File: config.mk
export PLATFORM = sky130hd
export DESIGN_NAME = sap_useq
export DESIGN_NICKNAME = d
export VERILOG_FILES = /design/src/hdl/sap_pkg.sv /design/src/hdl/sap_useq.sv
export SDC_FILE = /design/constraint.sdc
export NUM_CORES = 1
export LEC_CHECK = 0
export BUFFER_PORTS_ARGS = -buffer_cell sky130_fd_sc_hd__buf_2
export CORE_MARGIN = 2
export CORE_UTILIZATION = 54
export DETAILED_ROUTE_END_ITERATION = 6
export GPL_TIMING_DRIVEN = 0
export PLACE_DENSITY = 0.79
export SYNTH_ARGS = -nofsm -noshare
export SYNTH_HDL_FRONTEND = slang
export SYNTH_SLANG_ARGS = --single-unit
File: constraint.sdc
create_clock -name i_clk -period 4.65 [get_ports i_clk]
set_clock_uncertainty 0.15 [all_clocks]
set_input_delay 0.93 -clock i_clk [delete_from_list [all_inputs] [get_ports i_clk]]
set_output_delay 0.93 -clock i_clk [all_outputs]
set_load 0.05 [all_outputs]
File: src/hdl/sap_pkg.sv
`timescale 1ns / 1ps
// ----------------------------------------------------------------------------
// sap_pkg
// Types, codes and microprogram of the stack allocator.
// ----------------------------------------------------------------------------
package sap_pkg;

    localparam int MAX_BLOCKS_DEF = 64;
    localparam int NODE_BYTES_DEF = 16;
    localparam int ADDR_BITS_DEF  = 32;

    typedef enum logic [2:0] {
        ST_OK         = 3'd0,
        ST_IGNORED    = 3'd1,
        ST_NO_SPACE   = 3'd2,
        ST_TABLE_FULL = 3'd3,
        ST_UNKNOWN    = 3'd4
    } t_status;

    localparam logic [7:0] CFG_REGION_START = 8'd0;
    localparam logic [7:0] CFG_REGION_SIZE  = 8'd1;
    localparam logic [7:0] CFG_ALIGN_LOG2   = 8'd2;

    typedef struct packed {
        logic        req_type;
        logic [31:0] req_size;
        logic [31:0] block_addr;
    } t_req;

    typedef struct packed {
        t_status     status;
        logic [31:0] addr_out;
    } t_rsp;

    typedef struct packed {
        logic [7:0]  cfg_index;
        logic [31:0] cfg_data;
    } t_cfg;

    typedef enum logic [4:0] {
        OP_NOP,
        OP_SET0,
        OP_SET1,
        OP_SET2,
        OP_SET3,
        OP_SET4,
        OP_SET5,
        OP_IDLE,
        OP_A_ROUND,
        OP_A_NEED,
        OP_A_HDR,
        OP_A_PUSH,
        OP_F_HDR,
        OP_F_READ,
        OP_F_NEXT,
        OP_F_KILL,
        OP_P_DEC,
        OP_P_READ,
        OP_P_TOP_RD,
        OP_P_TOP_SENT,
        OP_SET_IGN,
        OP_SET_NOSP,
        OP_SET_FULL,
        OP_SET_UNK,
        OP_RESP
    } t_op;

    typedef enum logic [3:0] {
        C_NEVER,
        C_ALWAYS,
        C_NO_ACC,
        C_IS_FREE,
        C_SZ_ZERO,
        C_NO_SPACE,
        C_FULL,
        C_P_ZERO,
        C_IDX_END,
        C_NO_MATCH,
        C_NOT_TOP,
        C_CNT_ZERO,
        C_RD_DEAD
    } t_cond;

    typedef logic [4:0] t_upc;

    localparam t_upc UA_SET0  = 5'd0;
    localparam t_upc UA_SET1  = 5'd1;
    localparam t_upc UA_SET2  = 5'd2;
    localparam t_upc UA_SET3  = 5'd3;
    localparam t_upc UA_SET4  = 5'd4;
    localparam t_upc UA_SET5  = 5'd5;
    localparam t_upc UA_IDLE  = 5'd6;
    localparam t_upc UA_DISP  = 5'd7;
    localparam t_upc UA_A0    = 5'd8;
    localparam t_upc UA_A1    = 5'd9;
    localparam t_upc UA_A2    = 5'd10;
    localparam t_upc UA_A3    = 5'd11;
    localparam t_upc UA_A4    = 5'd12;
    localparam t_upc UA_A5    = 5'd13;
    localparam t_upc UA_F0    = 5'd14;
    localparam t_upc UA_F1    = 5'd15;
    localparam t_upc UA_F2    = 5'd16;
    localparam t_upc UA_F3    = 5'd17;
    localparam t_upc UA_P0    = 5'd18;
    localparam t_upc UA_P1    = 5'd19;
    localparam t_upc UA_P2    = 5'd20;
    localparam t_upc UA_P3    = 5'd21;
    localparam t_upc UA_PSENT = 5'd22;
    localparam t_upc UA_IGN   = 5'd23;
    localparam t_upc UA_NOSP  = 5'd24;
    localparam t_upc UA_TFULL = 5'd25;
    localparam t_upc UA_UNK   = 5'd26;
    localparam t_upc UA_RESP  = 5'd27;

    typedef struct packed {
        t_op   op;
        t_cond cond;
        t_upc  tgt;
    } t_uword;

    typedef struct packed {
        logic no_acc;
        logic is_free;
        logic sz_zero;
        logic no_space;
        logic full;
        logic p_zero;
        logic idx_end;
        logic no_match;
        logic not_top;
        logic cnt_zero;
        logic rd_dead;
        logic out_busy;
        logic restart;
    } t_flags;

    function automatic t_uword ucode(input t_upc upc);
        t_uword w;
        unique case (upc)
            UA_SET0:  w = '{OP_SET0,       C_NEVER,    UA_SET0};
            UA_SET1:  w = '{OP_SET1,       C_NEVER,    UA_SET0};
            UA_SET2:  w = '{OP_SET2,       C_NEVER,    UA_SET0};
            UA_SET3:  w = '{OP_SET3,       C_NEVER,    UA_SET0};
            UA_SET4:  w = '{OP_SET4,       C_NEVER,    UA_SET0};
            UA_SET5:  w = '{OP_SET5,       C_NEVER,    UA_SET0};
            UA_IDLE:  w = '{OP_IDLE,       C_NO_ACC,   UA_IDLE};
            UA_DISP:  w = '{OP_NOP,        C_IS_FREE,  UA_F0};
            UA_A0:    w = '{OP_A_ROUND,    C_SZ_ZERO,  UA_IGN};
            UA_A1:    w = '{OP_A_NEED,     C_NEVER,    UA_SET0};
            UA_A2:    w = '{OP_NOP,        C_NO_SPACE, UA_NOSP};
            UA_A3:    w = '{OP_NOP,        C_FULL,     UA_TFULL};
            UA_A4:    w = '{OP_A_HDR,      C_NEVER,    UA_SET0};
            UA_A5:    w = '{OP_A_PUSH,     C_ALWAYS,   UA_RESP};
            UA_F0:    w = '{OP_F_HDR,      C_P_ZERO,   UA_IGN};
            UA_F1:    w = '{OP_F_READ,     C_IDX_END,  UA_UNK};
            UA_F2:    w = '{OP_F_NEXT,     C_NO_MATCH, UA_F1};
            UA_F3:    w = '{OP_F_KILL,     C_NOT_TOP,  UA_RESP};
            UA_P0:    w = '{OP_P_DEC,      C_NEVER,    UA_SET0};
            UA_P1:    w = '{OP_P_READ,     C_CNT_ZERO, UA_PSENT};
            UA_P2:    w = '{OP_NOP,        C_RD_DEAD,  UA_P0};
            UA_P3:    w = '{OP_P_TOP_RD,   C_ALWAYS,   UA_RESP};
            UA_PSENT: w = '{OP_P_TOP_SENT, C_ALWAYS,   UA_RESP};
            UA_IGN:   w = '{OP_SET_IGN,    C_ALWAYS,   UA_RESP};
            UA_NOSP:  w = '{OP_SET_NOSP,   C_ALWAYS,   UA_RESP};
            UA_TFULL: w = '{OP_SET_FULL,   C_ALWAYS,   UA_RESP};
            UA_UNK:   w = '{OP_SET_UNK,    C_ALWAYS,   UA_RESP};
            UA_RESP:  w = '{OP_RESP,       C_ALWAYS,   UA_IDLE};
            default:  w = '{OP_NOP,        C_ALWAYS,   UA_SET0};
        endcase
        return w;
    endfunction

endpackage

File: src/hdl/sap_useq.sv
`timescale 1ns / 1ps
// ----------------------------------------------------------------------------
// sap_useq
// Microcode sequencer: step counter, control ROM and conditional jumps.
// ----------------------------------------------------------------------------
module sap_useq (
    input  logic            i_clk,
    input  logic            i_rst_n,
    input  sap_pkg::t_flags i_flags,
    output sap_pkg::t_uword o_uword
);
    import sap_pkg::*;

    t_upc   r_upc;
    t_upc   n_upc;
    t_uword uw;
    logic   take;

    always_comb begin
        uw = ucode(r_upc);
        unique case (uw.cond)
            C_NEVER:    take = 1'b0;
            C_ALWAYS:   take = 1'b1;
            C_NO_ACC:   take = i_flags.no_acc;
            C_IS_FREE:  take = i_flags.is_free;
            C_SZ_ZERO:  take = i_flags.sz_zero;
            C_NO_SPACE: take = i_flags.no_space;
            C_FULL:     take = i_flags.full;
            C_P_ZERO:   take = i_flags.p_zero;
            C_IDX_END:  take = i_flags.idx_end;
            C_NO_MATCH: take = i_flags.no_match;
            C_NOT_TOP:  take = i_flags.not_top;
            C_CNT_ZERO: take = i_flags.cnt_zero;
            C_RD_DEAD:  take = i_flags.rd_dead;
            default:    take = 1'b0;
        endcase

        if (i_flags.restart) begin
            n_upc = UA_SET0;
        end else if (uw.op == OP_RESP && i_flags.out_busy) begin
            n_upc = r_upc;
        end else if (take) begin
            n_upc = uw.tgt;
        end else begin
            n_upc = t_upc'(r_upc + 1'b1);
        end
    end

    always_ff @(posedge i_clk) begin
        if (!i_rst_n) begin
            r_upc <= UA_SET0;
        end else begin
            r_upc <= n_upc;
        end
    end

    assign o_uword = uw;

endmodule

==> flow_metrics.env, run 1 <==
export IMPL_grt_pass1_vias=1288
export IMPL_max_freq_mhz=229
export IMPL_clk_pin_slew_ns=0.11
export IMPL_finalWeightedCongestion=0.939
export IMPL_track_usage=0.271
export IMPL_synthCells=169
export IMPL_grt_overflow=0
export IMPL_cts_inserted_buffers=3
export IMPL_min_delay_path_depth=2
export IMPL_dp_hpwl_um=2790
export IMPL_drtPass1Iterations=4
export IMPL_critPathBufInv=3
export IMPL_hold_slack_ns=0.574
export IMPL_synthMostInstantiatedCell="nor2_1"
export IMPL_wl_per_cell_um=16.0
export IMPL_p_int_uw=216
export IMPL_grt_max_degree=14
export IMPL_num_rows=18
export IMPL_placed_area_um2=1590
export IMPL_finalNetCount=225
export IMPL_rsz0062_at_grt="false"
export IMPL_power_density_nw_per_um2=183
export IMPL_cp_required_ns=4.69
export IMPL_startpoint_type="input port"
export IMPL_synth_nets=192
export IMPL_synth_avg_cell_area_um2=8.36
export IMPL_synthTopCellsByCount="nor2_1, dfxtp_1, a21oi_1, o21ai_0"
export IMPL_area_growth_pct=15.0
export IMPL_worst_path_max_delay_cell="a211oi_4"
export IMPL_ys_warn_count=0
export IMPL_synth_seq_area_share=0.269
export IMPL_yosysTopAreaCellShare=0.269
export IMPL_combPwrFrac=0.153
export IMPL_syn_area_um2=1410
export IMPL_reg2reg_depth=13
export IMPL_async_flop_share=0
export IMPL_layout_drive_gt1_share=0.264
export IMPL_r2r_end="o_uword[9]"
export IMPL_vias=1431
export IMPL_r2r_start="o_uword[8]"
export IMPL_synth_seq_cells=19
export IMPL_finalCritPeriodShare=0.940
export IMPL_postCtsHoldBufs=0
export IMPL_yosysTopAreaCell="dfxtp_1"
export IMPL_hp_class="flop to flop"
export IMPL_clkPwrFrac=0.284
export IMPL_vias_per_cell=6.19
export IMPL_core_um2=2480
export IMPL_fp_dieH_um=55.1
export IMPL_pwr_share_seq=0.563
export IMPL_clockBufferDepth=2
export IMPL_worst_pin_slew_ns=0.700
export IMPL_start_util=0.570
export IMPL_die_area_um2=3040
export IMPL_slew_limit_headroom=0.533
export IMPL_drc=0
export IMPL_fin_area_um2=1620
export IMPL_final_hold_viol_count=0
export IMPL_max_cap_violations=0
export IMPL_yosys_top_cells_area="dfxtp_1, ha_1, nor2_1, a21oi_1, o21ai_0"
export IMPL_leakage_nw=0.734
export IMPL_critPathKind="input port to flop"
export IMPL_diodes=0
export IMPL_register_area_um2=380
export IMPL_crit_fanout=11
export IMPL_reg2reg_slack_ns=0.55
export IMPL_clock_sinks=19
export IMPL_antenna_found_initial=0
export IMPL_ir_worst_vdd_mv=0.186
export IMPL_fin_crit_ns=4.37
export IMPL_drt_total_wl_um=3700
export IMPL_multiInputGateArea_um2=952
export IMPL_pin_count=29
export IMPL_die_w_um=55.1
export IMPL_fill_cells=214
export IMPL_insertion_delay_ns=0.30
export IMPL_drt_initial_drc_count=88
export IMPL_power_uw=297
export IMPL_crit_family="compound AO/OA/AOI/OAI gates"
export IMPL_status="completed"
export IMPL_synth_edff_count=0
export IMPL_worstPathArrival_ns=4.41
export IMPL_synth_distinct_cells=60
export IMPL_min_from="r_upc[1]"
export IMPL_grt_pass1_wl_um=5900
export IMPL_cts_root_buffer="clkbuf_4"
export IMPL_worstHoldEndpoint="r_upc[1]"
export IMPL_htreeDepth=1
export IMPL_io_buffer_count=28
export IMPL_end_kind="flop"
export IMPL_cts_tree="built"
export IMPL_slowest_delay_ns=0.59
export IMPL_report_final_slew_viol_count=0
export IMPL_p_switching_uw=80.1
export IMPL_drtAntennaViolNets=0
export IMPL_switching_share=0.270
export IMPL_synth_ff_type="dfxtp_1"
export IMPL_postLayoutCoreUtil=0.656
export IMPL_path_cells="buf_2, or2_0, mux4_2, a32o_2, buf_6, mux2i_1, a211oi_4, inv_2, ha_1, and4b_1, a311oi_1, nor2_1, a211o_1, o31a_1"
export IMPL_finalSetupViolCount=0
routing by layer:
metal	share of wire	up-vias	global-route usage
li1	-	704	-
met3	0.053	4	0.0161
met4	0.013	0	0.0976
met1	0.45	676	0.370
met2	0.49	47	0.448
met5	0	-	0
flip-flops by register name, summed over array words and instances, names as in the netlist:
signal	flops
r_upc	5
o_uword	14
stage by stage:
| step | instances | setup WS (ns) | TNS (ns) |
|---|---|---|---|
| floorplan | 169 | 0.364 | 0 |
| detailed placement | 227 | -0.174 | -0.174 |
| global placement | 227 | -0.181 | -0.181 |
| CTS | 231 | 0.137 | 0 |
| global route | 231 | 0.0722 | 0 |
| finish | 231 | 0.278 | 0 |
logic make-up after synthesis:
logic type,count (synthesis),share of synthesized area
AOI/OAI and AO/OA,55,0.295
xor gates and xnor gates,1,0.00620
adders and majority gates,8,0.0709
buffers and inverters,17,0.0620
DFF,19,0.269
muxes,6,0.0540
and+or+nand+nor,63,0.243
how the worst max path moves through the flow:
stage / end / start / cells past startpoint
3_5_place_dp: o_uword[9] / i_flags[10] / 14
5_1_grt: o_uword[9] / i_flags[10] / 14
4_1_cts: o_uword[9] / i_flags[10] / 14
3_3_place_gp: o_uword[9] / i_flags[10] / 14
6_report: o_uword[9] / i_flags[10] / 14
2_1_floorplan: o_uword[9] / i_flags[10] / 13
repair_timing:
| item | 4_1_cts | 5_1_grt |
|---|---|---|
| setup buffers | 0 | 0 |
| endpoints found under the setup margin | 0 | 1 |
| resized for setup | 0 | 1 |
tightest hold or removal path, stage by stage (launching register included):
cell	delay [ns]
dfxtp_1	0.35
nor2_1	0.23
a211oi_1	0.09
cells in the final DEF, fill, tap and decap left out, types with 4 or more instances in the layout:
| master | Yosys | final |
|---|---|---|
| a21oi_1 | 9 | 9 |
| and3_1 | 4 | 4 |
| mux2i_1 | 4 | 4 |
| nor3_1 | 6 | 6 |
| buf_2 | 5 | 33 |
| o21ai_0 | 9 | 9 |
| nand3_1 | 8 | 8 |
| dfxtp_1 | 19 | 19 |
| inv_1 | 5 | 5 |
| ha_1 | 8 | 8 |
| nand2_1 | 8 | 8 |
| nor2_1 | 20 | 20 |
area by class of cell:
| class | count | area share |
|---|---|---|
| Tap cell | 30 | 0.0231 |
| Buffer | 9 | 0.0339 |
| Clock buffer | 4 | 0.0162 |
| Timing Repair Buffer | 28 | 0.0863 |
| Multi-Input combinational cell | 133 | 0.586 |
| Sequential cell | 19 | 0.234 |
| Inverter | 8 | 0.0200 |
power groups by stage:
stage,Clock (mW),Sequential (mW),Combinational [mW]
finish,0.0841,0.167,0.0454
detailed placement,0,0.171,0.0437
global placement,0,0.171,0.0429
global route,0.0909,0.167,0.0489
CTS,0.0844,0.167,0.0440
floorplan,0,0.176,0.0243
Note: power is estimated with default switching activity, not from simulation.
==> run 2, diff against run 1 <==
==> constraint.sdc (replaced) <==
create_clock -name i_clk -period 4.65 [get_ports i_clk]
set_clock_uncertainty 0.15 [all_clocks]
set_input_delay 0 -clock i_clk [delete_from_list [all_inputs] [get_ports i_clk]]
set_output_delay 0 -clock i_clk [all_outputs]
set_load 0.05 [all_outputs]
==> flow_metrics.env, run 2 (synthesized netlist as in run 1, its figures left out) <==
export IMPL_crit_fanout=11
export IMPL_clock_sinks=19
export IMPL_drtPass1Iterations=4
export IMPL_rsz0062_at_grt="false"
export IMPL_report_final_slew_viol_count=0
export IMPL_grt_pass1_wl_um=5900
export IMPL_cts_inserted_buffers=3
export IMPL_core_um2=2480
export IMPL_end_kind="flop"
export IMPL_cts_tree="built"
export IMPL_setup_tns_ns=0
export IMPL_layout_drive_gt1_share=0.262
export IMPL_crit_start="o_uword[8]"
export IMPL_min_from="i_flags[0]"
export IMPL_fp_dieH_um=55.1
export IMPL_hp_class="input port to flop"
export IMPL_critPathKind="flop to flop"
export IMPL_finalSetupViolCount=0
export IMPL_finalWeightedCongestion=0.939
export IMPL_r2r_start="o_uword[8]"
export IMPL_wl_per_cell_um=15.8
export IMPL_drc=0
export IMPL_startpoint_type="flop"
export IMPL_largest_reg_flops=14
export IMPL_status="complete, but fails checks"
export IMPL_postCtsSetupBuffers=0
export IMPL_leakage_nw=0.738
export IMPL_grt_max_degree=14
export IMPL_num_rows=18
export IMPL_die_area_um2=3040
export IMPL_pin_count=29
export IMPL_track_usage=0.271
export IMPL_cts_resized=0
export IMPL_drtAntennaViolNets=0
export IMPL_grt_pass1_vias=1288
export IMPL_path_cells="or2_0, mux4_2, a32o_2, buf_6, mux2i_1, a211oi_2, inv_2, ha_1, and4b_1, a311oi_1, nor2_1, a211o_1, o31a_1"
export IMPL_final_hold_viol_count=1
export IMPL_worst_path_max_delay_cell="a211oi_2"
export IMPL_max_freq_mhz=234
export IMPL_ir_worst_vdd_mv=0.187
export IMPL_drt_initial_drc_count=97
export IMPL_worstPathArrival_ns=4.32
export IMPL_cp_required_ns=4.69
export IMPL_final_common_cell="buf_2"
export IMPL_htreeDepth=1
export IMPL_fin_crit_ns=4.28
export IMPL_finalCritPeriodShare=0.919
export IMPL_finalNetCount=226
export IMPL_drt_total_wl_um=3670
export IMPL_worst_pin_slew_ns=0.880
export IMPL_slowest_delay_ns=0.77
export IMPL_hold_slack_ns=-0.000608
export IMPL_finalNonFillerCells=232
export IMPL_max_cap_violations=0
export IMPL_diodes=0
export IMPL_area_growth_pct=15.1
export IMPL_vias_per_cell=6.15
export IMPL_vias=1426
export IMPL_dp_hpwl_um=2790
export IMPL_failed_checks="hold timing"
export IMPL_cts_root_buffer="clkbuf_4"
export IMPL_fill_cells=214
export IMPL_clk_pin_slew_ns=0.11
export IMPL_io_buffer_count=28
export IMPL_grt_overflow=0
export IMPL_slew_limit_headroom=0.412
export IMPL_die_w_um=55.1
export IMPL_clockBufferDepth=2
export IMPL_start_util=0.570
export IMPL_antenna_found_initial=0
export IMPL_insertion_delay_ns=0.30
export IMPL_power_density_nw_per_um2=181
export IMPL_dp_cells=227
export IMPL_mostFrequentLayoutCells="buf_2, nor2_1, dfxtp_1"
## run 2: cell types whose count changed in the layout (fill, tap and decap cells not counted)
cell,before,now
a211oi_4,1,0
dlygate4sd3_1,0,1
a211oi_2,0,1
## run 2: power by group
| group | total (mW) | internal [mW] | switching, mW |
|---|---|---|---|
| sequential | 0.167 | 0.165 | 0.00172 |
| clock | 0.0829 | 0.0334 | 0.0495 |
| combinational | 0.0451 | 0.0181 | 0.0270 |
| total | 0.295 | 0.217 | 0.0782 |
## run 2: path summary, 6_finish.rpt
path	end	slack (ns)	cells past startpoint
worst max-delay path	o_uword[9]	0.37	13
worst min register to register	r_upc[1]	0.48	2
worst max register to register	o_uword[9]	0.37	13
worst min-delay path	r_upc[1]	-0.0006	3
## run 2: per-stage QoR
stage	cell area [um2]	utilization	total power, mW	hold slack (ns)	worst slack [ns]
final	1630	0.657	0.295	-0.000608	0.374
after global routing	1630	0.657	0.307	0.0228	0.113
after CTS	1630	0.657	0.296	0.00241	0.417
after detailed placement	1590	0.642	0.214	0.297	0.452
after global placement	1590	0.642	0.214	0.280	0.453
after floorplan	1410	-	0.201	0.0907	0.554
## run 2: cell type report
cell class	instances	area, um2	share of cell area
multi-input combinational	133	945	0.581
sequential	19	380	0.234
timing repair buffer	29	150	0.0923
buffer	9	55.1	0.0338
tap	30	37.5	0.0231
inverter	8	32.5	0.0200
clock buffer	4	26.3	0.0162
## run 2: what timing repair did
action | in CTS | in global routing
hold buffers | 1 | 0
endpoints found under the hold margin | 1 | 0
endpoints found under the setup margin | 0 | 0
## run 2: critical path: cells and delay by family, from the launching register on
family                     cells  cell delay (ns)
AOI/OAI and AO/OA              5             1.82
adders and majority gates      1             0.33
buffers and inverters          2             0.36
DFF                            1             0.39
muxes                          2             0.59
and+or+nand+nor                3             0.52
## run 2: per-layer routing
layer | vias up | track usage | wire length, um
li1 | 706 | - | -
met1 | 664 | 0.370 | 1660
met2 | 52 | 0.448 | 1750
met3 | 4 | 0.0161 | 204
met4 | 0 | 0.0976 | 51
met5 | - | 0 | 0
